### config.mk
export PLATFORM = sky130hd
export DESIGN_NAME = indexed_list_with_shift_top
export DESIGN_NICKNAME = d
export VERILOG_FILES = /design/src/rtl/ilist_pkg.sv /design/src/rtl/indexed_list_with_shift_top.sv
export SDC_FILE = /design/constraint.sdc
export NUM_CORES = 1
export LEC_CHECK = 0
export BUFFER_PORTS_ARGS = -buffer_cell sky130_fd_sc_hd__buf_2
export CORE_MARGIN = 5
export CORE_UTILIZATION = 30
export CTS_CLUSTER_DIAMETER = 40
export CTS_CLUSTER_SIZE = 12
export DETAILED_ROUTE_END_ITERATION = 8
export GPL_ROUTABILITY_DRIVEN = 1
export GPL_TIMING_DRIVEN = 1
export PLACE_DENSITY_LB_ADDON = 0.05
export SYNTH_ARGS = -nofsm -noshare
export SYNTH_HDL_FRONTEND = slang
export SYNTH_SLANG_ARGS = --single-unit
### constraint.sdc
create_clock -name i_clk -period 6.99 [get_ports i_clk]
set_input_delay 2.097 -clock i_clk [delete_from_list [all_inputs] [get_ports i_clk]]
set_output_delay 2.097 -clock i_clk [all_outputs]
set_load 0.05 [all_outputs]
### src/rtl/ilist_pkg.sv
// Shared constants and types for the indexed list block.
// No dependencies; imported by indexed_list_with_shift_top.
package ilist_pkg;

    localparam int MAX_ENTRIES = 16;
    localparam int IDX_W       = $clog2(MAX_ENTRIES);
    localparam int CNT_W       = $clog2(MAX_ENTRIES + 1);
    localparam int DATA_W      = 32;
    localparam int CAP_W       = 5;
    localparam int POS_W       = 5;
    localparam int REQ_W       = 3;
    localparam int STAT_W      = 2;

    typedef enum logic [REQ_W-1:0] {
        REQ_APPEND    = 3'd0,
        REQ_INSERT    = 3'd1,
        REQ_OVERWRITE = 3'd2,
        REQ_DELETE    = 3'd3,
        REQ_READ      = 3'd4,
        REQ_FIND      = 3'd5
    } t_req_e;

    typedef enum logic [STAT_W-1:0] {
        ST_OK      = 2'd0,
        ST_BAD_POS = 2'd1,
        ST_FULL    = 2'd2
    } t_status_e;

    typedef enum logic [2:0] {
        S_IDLE,
        S_START,
        S_SHIFT,
        S_INS_LAST,
        S_RD_WAIT,
        S_CMP,
        S_DONE
    } t_state_e;

endpackage

### src/rtl/indexed_list_with_shift_top.sv
// Top level of the indexed list: entry memory, sequencer and result register.
// Depends on ilist_pkg.
//
// The block keeps an ordered list of up to 16 values in a one-write, one-read
// memory with registered read data, and handles one request at a time.
// Append, overwrite, an insert at the end of the list, a delete of the last entry,
// every rejected request and the unused codes finish in the start state; read waits
// for the registered read data. Insert moves the entries from the end of the list up
// by one, down to the position, and then writes the new value there; delete moves
// the entries above the position down by one; find compares the entries from the
// first on until one matches or the list ends. Each shifted or compared entry passes
// through the single memory port pair. The input is stalled until the result has
// been moved into the output register, which then holds it until it is taken.
module indexed_list_with_shift_top (
    input  logic                              i_clk,
    input  logic                              i_rst_n,
    input  logic                              i_cfg_we,
    input  logic [ilist_pkg::CAP_W-1:0]       i_cfg_data,
    input  logic                              i_in_valid,
    output logic                              o_in_stall,
    input  logic [ilist_pkg::REQ_W-1:0]       i_req_type,
    input  logic [ilist_pkg::POS_W-1:0]       i_position,
    input  logic [ilist_pkg::DATA_W-1:0]      i_element_value,
    output logic                              o_out_valid,
    input  logic                              i_out_stall,
    output logic [ilist_pkg::STAT_W-1:0]      o_status,
    output logic [ilist_pkg::DATA_W-1:0]      o_read_value,
    output logic                              o_found,
    output logic [ilist_pkg::IDX_W-1:0]       o_found_position,
    output logic [ilist_pkg::CNT_W-1:0]       o_entry_count,
    output logic                              o_list_full
);
    import ilist_pkg::*;

    t_state_e               r_state, n_state;
    logic [CAP_W-1:0]       r_cap;
    logic [CNT_W-1:0]       r_count, n_count;
    logic [IDX_W-1:0]       r_idx, n_idx;
    logic [REQ_W-1:0]       r_req;
    logic [POS_W-1:0]       r_pos;
    logic [DATA_W-1:0]      r_val;
    logic [STAT_W-1:0]      r_status, n_status;
    logic [DATA_W-1:0]      r_res_value, n_res_value;
    logic                   r_found, n_found;
    logic [IDX_W-1:0]       r_fpos, n_fpos;

    logic                   r_out_valid;
    logic [STAT_W-1:0]      r_o_status;
    logic [DATA_W-1:0]      r_o_value;
    logic                   r_o_found;
    logic [IDX_W-1:0]       r_o_fpos;
    logic [CNT_W-1:0]       r_o_count;
    logic                   r_o_full;

    logic [DATA_W-1:0]      r_mem [MAX_ENTRIES];
    logic [DATA_W-1:0]      r_rd_data;
    logic                   mem_we;
    logic [IDX_W-1:0]       mem_waddr;
    logic [DATA_W-1:0]      mem_wdata;
    logic [IDX_W-1:0]       mem_raddr;

    logic [CNT_W-1:0]       cap_now;
    logic                   list_full;
    logic                   in_xfer;
    logic                   out_free;
    logic [CNT_W-1:0]       pos_ext;
    logic [CNT_W-1:0]       idx_ext;

    always_comb begin
        if (r_cap == '0) begin
            cap_now = CNT_W'(1);
        end else if (r_cap > CAP_W'(MAX_ENTRIES)) begin
            cap_now = CNT_W'(MAX_ENTRIES);
        end else begin
            cap_now = CNT_W'(r_cap);
        end
    end

    assign list_full = (r_count >= cap_now);
    assign in_xfer   = i_in_valid && !o_in_stall;
    assign out_free  = !r_out_valid || !i_out_stall;
    assign pos_ext   = CNT_W'(r_pos);
    assign idx_ext   = CNT_W'(r_idx);

    always_ff @(posedge i_clk) begin
        if (mem_we) begin
            r_mem[mem_waddr] <= mem_wdata;
        end
        r_rd_data <= r_mem[mem_raddr];
    end

    always_ff @(posedge i_clk) begin
        if (!i_rst_n) begin
            r_state     <= S_IDLE;
            r_cap       <= CAP_W'(MAX_ENTRIES);
            r_count     <= '0;
            r_out_valid <= 1'b0;
        end else begin
            r_state <= n_state;
            r_count <= n_count;
            if (i_cfg_we) begin
                r_cap <= i_cfg_data;
            end
            if (r_state == S_DONE && out_free) begin
                r_out_valid <= 1'b1;
            end else if (!i_out_stall) begin
                r_out_valid <= 1'b0;
            end
        end
    end

    always_ff @(posedge i_clk) begin
        r_idx       <= n_idx;
        r_status    <= n_status;
        r_res_value <= n_res_value;
        r_found     <= n_found;
        r_fpos      <= n_fpos;
        if (in_xfer) begin
            r_req <= i_req_type;
            r_pos <= i_position;
            r_val <= i_element_value;
        end
        if (r_state == S_DONE && out_free) begin
            r_o_status <= r_status;
            r_o_value  <= r_res_value;
            r_o_found  <= r_found;
            r_o_fpos   <= r_fpos;
            r_o_count  <= r_count;
            r_o_full   <= list_full;
        end
    end

    always_comb begin
        n_state     = r_state;
        n_count     = r_count;
        n_idx       = r_idx;
        n_status    = r_status;
        n_res_value = r_res_value;
        n_found     = r_found;
        n_fpos      = r_fpos;
        mem_we      = 1'b0;
        mem_waddr   = r_idx;
        mem_wdata   = r_rd_data;
        mem_raddr   = r_idx;

        unique case (r_state)
            S_IDLE: begin
                if (in_xfer) begin
                    n_status    = ST_OK;
                    n_res_value = '0;
                    n_found     = 1'b0;
                    n_fpos      = '0;
                    n_state     = S_START;
                end
            end
            S_START: begin
                n_state = S_DONE;
                case (r_req)
                    REQ_APPEND: begin
                        if (list_full) begin
                            n_status = ST_FULL;
                        end else begin
                            mem_we    = 1'b1;
                            mem_waddr = r_count[IDX_W-1:0];
                            mem_wdata = r_val;
                            n_count   = r_count + CNT_W'(1);
                        end
                    end
                    REQ_INSERT: begin
                        if (pos_ext > r_count) begin
                            n_status = ST_BAD_POS;
                        end else if (list_full) begin
                            n_status = ST_FULL;
                        end else if (pos_ext == r_count) begin
                            mem_we    = 1'b1;
                            mem_waddr = r_pos[IDX_W-1:0];
                            mem_wdata = r_val;
                            n_count   = r_count + CNT_W'(1);
                        end else begin
                            n_idx     = r_count[IDX_W-1:0];
                            mem_raddr = r_count[IDX_W-1:0] - IDX_W'(1);
                            n_state   = S_SHIFT;
                        end
                    end
                    REQ_OVERWRITE: begin
                        if (pos_ext >= r_count) begin
                            n_status = ST_BAD_POS;
                        end else begin
                            mem_we    = 1'b1;
                            mem_waddr = r_pos[IDX_W-1:0];
                            mem_wdata = r_val;
                        end
                    end
                    REQ_DELETE: begin
                        if (pos_ext >= r_count) begin
                            n_status = ST_BAD_POS;
                        end else if (pos_ext + CNT_W'(1) == r_count) begin
                            n_count = r_count - CNT_W'(1);
                        end else begin
                            n_idx     = r_pos[IDX_W-1:0];
                            mem_raddr = r_pos[IDX_W-1:0] + IDX_W'(1);
                            n_state   = S_SHIFT;
                        end
                    end
                    REQ_READ: begin
                        if (pos_ext >= r_count) begin
                            n_status = ST_BAD_POS;
                        end else begin
                            mem_raddr = r_pos[IDX_W-1:0];
                            n_state   = S_RD_WAIT;
                        end
                    end
                    REQ_FIND: begin
                        if (r_count != '0) begin
                            n_idx     = '0;
                            mem_raddr = '0;
                            n_state   = S_CMP;
                        end
                    end
                    default: begin
                        n_state = S_DONE;
                    end
                endcase
            end
            S_SHIFT: begin
                mem_we    = 1'b1;
                mem_waddr = r_idx;
                mem_wdata = r_rd_data;
                if (r_req == REQ_INSERT) begin
                    if (idx_ext - CNT_W'(1) == pos_ext) begin
                        n_idx   = r_pos[IDX_W-1:0];
                        n_state = S_INS_LAST;
                    end else begin
                        n_idx     = r_idx - IDX_W'(1);
                        mem_raddr = r_idx - IDX_W'(2);
                    end
                end else begin
                    if (idx_ext + CNT_W'(2) == r_count) begin
                        n_count = r_count - CNT_W'(1);
                        n_state = S_DONE;
                    end else begin
                        n_idx     = r_idx + IDX_W'(1);
                        mem_raddr = r_idx + IDX_W'(2);
                    end
                end
            end
            S_INS_LAST: begin
                mem_we    = 1'b1;
                mem_waddr = r_idx;
                mem_wdata = r_val;
                n_count   = r_count + CNT_W'(1);
                n_state   = S_DONE;
            end
            S_RD_WAIT: begin
                n_res_value = r_rd_data;
                n_state     = S_DONE;
            end
            S_CMP: begin
                if (r_rd_data == r_val) begin
                    n_found = 1'b1;
                    n_fpos  = r_idx;
                    n_state = S_DONE;
                end else if (idx_ext + CNT_W'(1) == r_count) begin
                    n_state = S_DONE;
                end else begin
                    n_idx     = r_idx + IDX_W'(1);
                    mem_raddr = r_idx + IDX_W'(1);
                end
            end
            S_DONE: begin
                if (out_free) begin
                    n_state = S_IDLE;
                end
            end
            default: begin
                n_state = S_IDLE;
            end
        endcase
    end

    assign o_in_stall       = (r_state != S_IDLE);
    assign o_out_valid      = r_out_valid;
    assign o_status         = r_o_status;
    assign o_read_value     = r_o_value;
    assign o_found          = r_o_found;
    assign o_found_position = r_o_fpos;
    assign o_entry_count    = r_o_count;
    assign o_list_full      = r_o_full;

    a_busy_after_xfer: assert property (@(posedge i_clk) disable iff (!i_rst_n)
        in_xfer |=> o_in_stall)
        else $error("Input taken while a request was still in progress.");

    a_count_step: assert property (@(posedge i_clk) disable iff (!i_rst_n)
        (r_count != $past(r_count)) |->
            (r_count == $past(r_count) + CNT_W'(1) || r_count + CNT_W'(1) == $past(r_count)))
        else $error("Entry count moved by more than one.");

    a_count_max: assert property (@(posedge i_clk) disable iff (!i_rst_n)
        (r_state == S_DONE) |-> (r_count <= CNT_W'(MAX_ENTRIES)))
        else $error("Entry count beyond the list depth.");

    a_full_status: assert property (@(posedge i_clk) disable iff (!i_rst_n)
        (o_out_valid && o_status == ST_FULL) |-> o_list_full)
        else $error("Full status reported on a list that is not full.");

endmodule

# Word level (Yosys, flattened, before mapping)
# Memories as Yosys holds them, arrays and structs flattened. A register that Yosys moved wholly into a read port is not among the register bits.
# Index checks and enable logic that the tools add are counted.
dict set report op_classes {
  n_addsub 12
  magnitude_cmp 4
  eq_ne 39
  mux 90
  reduce_logical 25
}
# cell n
set ops {}
lappend ops {{2-to-1 mux 32 bit} 6}
lappend ops {{case mux 32 bit (2 select lines)} 2}
lappend ops {{2-to-1 mux 4 bit} 27}
lappend ops {{case mux 32 bit (3 select lines)} 1}
lappend ops {{2-to-1 mux 5 bit} 10}
lappend ops {{case mux 4 bit (3 select lines)} 4}
lappend ops {{inequality test 3 bit (second input constant)} 13}
lappend ops {{2-to-1 mux 3 bit} 12}
lappend ops {{equality test 32 bit} 1}
lappend ops {{case mux 5 bit (3 select lines)} 2}
lappend ops {{equality test 5 bit} 5}
lappend ops {{case mux 3 bit (6 select lines)} 1}
lappend ops {{case mux 4 bit (4 select lines)} 1}
lappend ops {{equality test 3 bit (second input constant)} 5}
lappend ops {{equality test 3 x 2 -> 1 bit (second input constant)} 4}
lappend ops {{2-to-1 mux 2 bit} 6}
lappend ops {{case mux 3 bit (4 select lines)} 1}
lappend ops {{2-to-1 mux 1 bit} 11}
lappend ops {{adder 5 x 1 -> 5 bit (second input constant)} 2}
lappend ops {{>= comparator 5 bit} 2}
lappend ops {{inequality test 2 bit (second input constant)} 5}
lappend ops {{AND reduction 10 bit} 1}
lappend ops {{nonzero test 3 bit} 3}
lappend ops {{adder 4 x 1 -> 4 bit (second input constant)} 2}
lappend ops {{32 further kinds} 43}
dict set report word_totals {
  regBits 142
  ramBits 512
  output_inout_bits 47
  mem_count 1
}
# name words width rd rd_clocked_by_memory_dff wr line_no
set memory_table {}
lappend memory_table {r_mem 16 32 1 1 1 indexed_list_with_shift_top.sv:55} ;# logic [DATA_W-1:0] r_mem [MAX_ENTRIES];

# Logic depth before layout (Yosys ltp)
# Gate-level depths: netlist (run 1).
dict set report logic_depth {
  ltp_word 10
  mapped_depth 17
  ltp_nobuf 14
}

# Worst setup path after synthesis (run 1)
# Ideal clock, no wire load.
dict set report synth_timing {
  kind {input to register}
  from {in i_out_stall}
  to {reg r_o_count[0], in the netlist o_entry_count[0] (enable)}
  setup_time_ns 0.513
  t_arrival_ns 5.505
  t_required_ns 6.477
  slack_ns 0.973
  cell_stages 2
  path_cell_list {nand2_1 -> nor3b_1}
}
dict set report synth_via {
  elab_chain_cells 3
}
# element line_no
set synth_lines {}
lappend synth_lines {{from (decl)} indexed_list_with_shift_top.sv:25} ;# input logic i_out_stall,
lappend synth_lines {{logical NOT 1 bit} --}
lappend synth_lines {{logical OR 1 bit} indexed_list_with_shift_top.sv:81} ;# assign out_free = !r_out_valid || !i_out_stall;
lappend synth_lines {{logical AND 1 bit} indexed_list_with_shift_top.sv:123} ;# if (r_state == S_DONE && out_free) begin
lappend synth_lines {{to (signal assigned)} indexed_list_with_shift_top.sv:128} ;# r_o_count <= r_count;
lappend synth_lines {{to (decl)} indexed_list_with_shift_top.sv:52} ;# logic [CNT_W-1:0] r_o_count;
# Every way passes these cells.
# A chain may end at the register's enable or synchronous reset.

# Final worst setup path (run 1)
dict set report layout_timing {
  from {reg r_count[2]}
  to {mem r_mem[12][25] (enable)}
}
dict set report layout_via {
  elab_chain_cells 8
  word_cells_on_any_way 20
  cone_classes {3 x order compare; 1 x eq/ne; 16 x mux}
}
# element line_no
set layout_lines {}
lappend layout_lines {{from (decl)} indexed_list_with_shift_top.sv:37} ;# logic [CNT_W-1:0] r_count, n_count;
lappend layout_lines {{from (signal assigned)} indexed_list_with_shift_top.sv:100} ;# r_count <= n_count;
lappend layout_lines {{branches (longest 8 deep; another with >= comparator 5 bit)} --}
lappend layout_lines {{to (decl)} indexed_list_with_shift_top.sv:55}
# Several ways; the timed one is not identified.

==> results.sh, run 1 <==
export IMPL_grt_max_degree=97
export IMPL_drt_initial_drc_count=963
export IMPL_antenna_left=0
export IMPL_max_freq_mhz=192.6
export IMPL_avgSynthCellArea_um2=16.28
export IMPL_clock_tree_buffer_depth=3
export IMPL_port_buffers=96
export IMPL_antenna_found_initial=2
export IMPL_clock_sinks=686
export IMPL_synth_top_cell_area_share_pct=67.04
export IMPL_core_area_um2=94870
export IMPL_finalWeightedCongestion=0.8150
export IMPL_rows=113
export IMPL_status="finished, final reports clean"
export IMPL_yosys_register_bits=686
export IMPL_die_x_um=319.1
export IMPL_grt_pass1_vias=16280
export IMPL_end_kind="register"
export IMPL_path_clk_slew_ns=0.05
export IMPL_crit_chain="inv_1 > ha_1 > a21oi_1 > o21ai_0 > nor2_1 > mux2i_1 > o22ai_1 > a22o_1 > nand2_1 > nor2_4 > buf_4"
export IMPL_numCtsBuffers=120
export IMPL_rsz0062_at_grt="no"
export IMPL_multiInputGateArea_um2=8023
export IMPL_hold_ws_ns=0.4151
export IMPL_cts_root_buf="clkbuf_16"
export IMPL_antenna_cells=0
export IMPL_ys_warnings_count=0
export IMPL_slew_violations=0
export IMPL_fin_worst_skew_ns=0.01537
export IMPL_synth_area_leaders="edfxtp_1 67%, mux2i_1 14%, dfxtp_1 3.2%"
export IMPL_synth_most_common_cell="edfxtp_1"
export IMPL_rr_worst_depth=11
export IMPL_die_area_um2=101800
export IMPL_globalRouteOverflowTotal=0
export IMPL_place_area_um2=30640
export IMPL_vias=15720
export IMPL_drc=0
export IMPL_synth_ff_type="edfxtp_1"
export IMPL_slowest_delay_ns=1.06
export IMPL_synth_top_area_cell="edfxtp_1"
export IMPL_ys_seq_area_share_pct=70.25
export IMPL_setup_viol=0
export IMPL_cts_resized=0
export IMPL_cp_arrival_ns=5.55
export IMPL_cts_setup_buffers=0
export IMPL_relSlewSlack_pct=9.774
export IMPL_path_class="reg2reg"
export IMPL_drt_vias_per_instance=4.771
export IMPL_fin_crit_sh_pct=74.28
export IMPL_drv_cap=0
export IMPL_vdd_drop_max_mv=0.3645
export IMPL_hold_violations=0
export IMPL_critPathSlowestCell="nor2_4"
export IMPL_period_needed_ns=5.192
export IMPL_nNetsFinal=1991
export IMPL_drive_above_1_share_pct=19.86
export IMPL_min_path_cells=0
export IMPL_ys_top_cells_by_count="640 x edfxtp_1, 392 x mux2i_1, 73 x a22oi_1"
export IMPL_synthesis_nets=1830
export IMPL_async_flop_share_pct=0
export IMPL_cellLeakagePower_nw=12.52
export IMPL_area_delta_synth_final_pct=21.48
export IMPL_htreeDepth=3
export IMPL_finalWirelength_um=81070
export IMPL_syn_cell_area_um2=28670
export IMPL_syn_inst=1761
export IMPL_cp_required_ns=7.34
export IMPL_stdcell_area_um2=34830
export IMPL_place_hpwl_um=48460
export IMPL_wl_per_cell_um=24.61
export IMPL_initial_utilization_pct=30.22
export IMPL_clk_latency_ns=0.68
export IMPL_powerDensity_nw_per_um2=509.9
export IMPL_ys_types=73
export IMPL_postCtsHoldBufs=0
export IMPL_grt_pass1_wl_um=117400
export IMPL_fp_dieH_um=319.1
export IMPL_start_kind="register"
export IMPL_track_usage_pct=15.61
export IMPL_ioPinCount=97
export IMPL_cts_tree="done"
export IMPL_tightest_slew_ns=1.350
export IMPL_fillCellCount=8929
export IMPL_critPathMaxFanout=21
export IMPL_fin_setup_tns_ns=0
export IMPL_hold_class="reg2reg"
export IMPL_synth_edf_count=640
export IMPL_first_pass_iters=5
export IMPL_regArea_um2=20140
[metal layers]
layer / GRT usage, % / vias up / wire [um]
met5: 0 / - / 8
met4: 3.993 / 2 / 1739
met1: 21.44 / 8035 / 37320
li1: - / 7226 / -
met3: 3.152 / 141 / 3240
met2: 25.52 / 313 / 38770
[flip-flops by register name (all words and copies together) (netlist names)]
name,cells
r_idx,4
r_rd_data,32
o_out_valid,1
r_req,3
r_fpos,4
o_found,1
r_res_value,32
r_cap,5
o_list_full,1
o_read_value,32
pos_ext,5
r_found,1
r_state,3
r_val,32
o_found_position,4
r_mem,512
o_entry_count,5
r_count,5
r_status,2
o_status,2
[where the power goes]
group          switching, mW  leakage (nW)  internal, mW  total (mW)
Combinational           3.85          4.30          2.00        5.84
Sequential             0.326          6.23          5.63        5.96
Clock                   2.07          2.00          3.89        5.96
[stage by stage]
stage | worst slack [ns] | power (mW) | std cells | util, %
after global routing | 1.498 | 18.67 | 3294 | 36.71
after CTS | 1.837 | 18.08 | 3294 | 36.71
after global placement | 1.882 | 12.04 | 3065 | 32.30
after floorplan | 0.9728 | 10.01 | 1761 | -
final | 1.798 | 17.76 | 3294 | 36.71
after detailed placement | 1.850 | 12.04 | 3065 | 32.30
[critical path: cells and delay by family, from the launching register on]
kind            cells  cell delay (ns)
simple gates        3             1.90
fa+ha+maj           1             0.33
compound gates      4             1.06
flops               1             0.88
buf+inv             2             0.55
mux                 1             0.14
[worst paths after layout]
check	from	to	slack, ns
max	r_count[2]	r_mem[12][25]	1.80
min	r_res_value[28]	o_read_value[28]	0.42
max reg2reg	r_count[2]	r_mem[12][25]	1.80
min reg2reg	r_res_value[28]	o_read_value[28]	0.42
[layout make-up]
cell class                 count  share of cell area [%]
clock buffer                 143                   9.165
clock inverter                86                   2.845
inverter                      22                  0.2371
multi-input combinational    958                   23.04
sequential                   686                   57.83
tap                         1265                   4.545
timing repair buffer         134                   2.342
[logic make-up after synthesis]
family | after synthesis | share of synthesized area (%)
simple gates | 253 | 4.508
flops | 686 | 70.25
fa+ha+maj | 19 | 0.8292
buf+inv | 117 | 2.326
compound gates | 203 | 5.237
mux | 425 | 14.98
xor+xnor | 58 | 1.868
[placed cells by master (no fill, tap or decap), drive strengths merged, types with 27 or more instances in the layout]
master,netlist,final
a22oi,73,73
o21ai,27,27
nor2,51,51
buf,53,134
clkbuf,42,143
inv,22,33
mux2i,392,392
and2,42,42
xor2,37,37
mux2,33,33
clkinv,0,41
edfxtp,640,640
nand2,71,71
dfxtp,46,46
No activity file was read; power rests on OpenSTA's default activity.
==> run 2: changes to the inputs <==
Clock period 6.99 ns to 4.17 ns, I/O delays scaled along.
==> results.sh, run 2 (synthesis results as in run 1) <==
export IMPL_dp_slack_ns=0.01362
export IMPL_r2r_end="r_mem[3][6]"
export IMPL_globalRouteOverflowTotal=0
export IMPL_slew_violations=0
export IMPL_area_delta_synth_final_pct=25.53
export IMPL_first_pass_iters=5
export IMPL_antenna_found_initial=4
export IMPL_vias=16060
export IMPL_regMostFlops="r_mem"
export IMPL_hold_violations=0
export IMPL_cts_tree="done"
export IMPL_numCtsBuffers=121
export IMPL_powerDensity_nw_per_um2=848.1
export IMPL_layout_common_cells="640 x edfxtp_1, 392 x mux2i_1, 123 x clkbuf_16"
export IMPL_p_seq_share_pct=32.4
export IMPL_track_usage_pct=16.06
export IMPL_power_switching_mw=10.61
export IMPL_finalWirelength_um=83560
export IMPL_critPathCapture="r_mem[3][6]"
export IMPL_drive_above_1_share_pct=23.65
export IMPL_max_freq_mhz=255.5
export IMPL_fin_setup_tns_ns=0
export IMPL_die_x_um=319.1
export IMPL_place_area_um2=31760
export IMPL_period_needed_ns=3.914
export IMPL_largest_reg_flops=512
export IMPL_relSlewSlack_pct=43.06
export IMPL_place_hpwl_um=49310
export IMPL_critPathSlowestCell="o32ai_1"
export IMPL_die_area_um2=101800
export IMPL_drt_initial_drc_count=998
export IMPL_finalWeightedCongestion=0.8271
export IMPL_internal_power_mw=19.91
export IMPL_slowest_delay_ns=0.39
export IMPL_nNetsFinal=2079
export IMPL_path_clk_slew_ns=0.05
export IMPL_cp_required_ns=4.52
export IMPL_setup_viol=0
export IMPL_clock_sinks=686
export IMPL_antenna_cells=0
export IMPL_layout_commonest_cell="edfxtp_1"
export IMPL_grt_pass1_vias=17110
export IMPL_wl_per_cell_um=24.70
export IMPL_fin_crit_sh_pct=93.87
export IMPL_swShare_pct=34.76
export IMPL_cp_common_cell="buf_4"
export IMPL_path_class="reg2reg"
export IMPL_r2r_slack_ns=0.26
export IMPL_status="finished, final reports clean"
export IMPL_critPathMaxFanout=15
export IMPL_comb_power_share_pct=35.0
export IMPL_hold_class="reg2reg"
export IMPL_clk_latency_ns=0.68
export IMPL_grt_pass1_wl_um=120700
export IMPL_fin_worst_skew_ns=0.03370
export IMPL_rows=113
export IMPL_ioPinCount=97
export IMPL_core_area_um2=94870
export IMPL_drv_cap=0
export IMPL_antenna_left=0
export IMPL_crit_chain="nor3_1 > nor2_1 > nor2_1 > ha_1 > nand2b_1 > a31oi_1 > o21ai_1 > buf_4 > o32ai_1 > a22o_1 > a22oi_1 > buf_4 > nand2b_1 > nor3_4 > buf_4 > buf_6"
export IMPL_fin_ws_ns=0.2556
export IMPL_drt_vias_per_instance=4.748
export IMPL_grt_max_degree=69
export IMPL_cellLeakagePower_nw=13.14
export IMPL_htreeDepth=3
export IMPL_start_kind="register"
export IMPL_clock_tree_buffer_depth=3
export IMPL_regToRegStartpoint="r_cap[1]"
export IMPL_initial_utilization_pct=30.22
export IMPL_end_kind="register"
export IMPL_finalNonFillerCells=3383
export IMPL_placed_cells=3149
export IMPL_fp_dieH_um=319.1
export IMPL_tightest_slew_ns=0.8541
export IMPL_rr_worst_depth=16
export IMPL_clkPwrFrac_pct=32.6
export IMPL_drc=0
export IMPL_stdcell_area_um2=35990
export IMPL_vdd_drop_max_mv=0.6710
export IMPL_crit_path_start="r_cap[1]"
export IMPL_cp_arrival_ns=4.26
export IMPL_cts_root_buf="clkbuf_16"
export IMPL_port_buffers=96
[run 2: what timing repair did]
action | CTS | global route
hold buffers | 0 | 0
endpoints found under the setup margin | 1 | 29
buffers inserted | 0 | 2
gates cloned | 0 | 1
pin swaps | 0 | 1
gates resized for setup | 1 | 1
[run 2: cell type report]
| type | instances | area, um^2 |
|---|---|---|
| multi-input cells | 958 | 8060 |
| flip-flops and latches | 686 | 20140 |
| repair buffers | 221 | 1928 |
| fillers | 8835 | 58880 |
| clock buffers | 137 | 3159 |
| clock inverters | 94 | 1035 |
| well taps | 1265 | 1583 |
| inverters | 22 | 82.58 |
[run 2: critical path, delay by kind of cell, from the launching register on]
kind | cells | cell delay, ns
AOI/OAI and AO/OA | 5 | 1.09
adders and majority gates | 1 | 0.24
buffers and inverters | 4 | 0.82
DFF | 1 | 0.32
and+or+nand+nor | 6 | 1.10
[run 2: how the worst min path moves through the flow]
stage          depth (start not counted)  slack [ns]            start                to
4_1_cts                                0        0.41   r_res_value[2]   o_read_value[2]
2_1_floorplan                          0        0.40          r_found           o_found
3_5_place_dp                           0        0.41  r_res_value[15]  o_read_value[15]
3_3_place_gp                           0        0.40  r_res_value[15]  o_read_value[15]
5_1_grt                                0        0.42   r_res_value[1]   o_read_value[1]
6_report                               0        0.41   r_res_value[2]   o_read_value[2]
[run 2: routing by layer]
metal | routed length, um | GRT usage [%]
met1 | 39010 | 22.24
met2 | 39520 | 26.26
met3 | 3638 | 3.133
met4 | 1403 | 3.789
met5 | 0 | 0
[run 2: power groups by stage]
stage	Sequential (mW)	Clock [mW]	Combinational [mW]
2_1_floorplan	9.93	0	6.85
5_1_grt	9.98	10.6	11.6
4_1_cts	9.91	10.2	11.0
3_5_place_dp	10.0	0	10.9
3_3_place_gp	10.0	0	10.9
6_report	9.89	9.95	10.7
[run 2: per-stage QoR]
step | hold slack, ns | util, % | total power, mW
floorplan | 0.4003 | - | 16.78
global placement | 0.4010 | 33.47 | 20.93
detailed placement | 0.4062 | 33.47 | 20.94
CTS | 0.4124 | 37.90 | 31.09
global route | 0.4191 | 37.93 | 32.15
finish | 0.4136 | 37.93 | 30.52
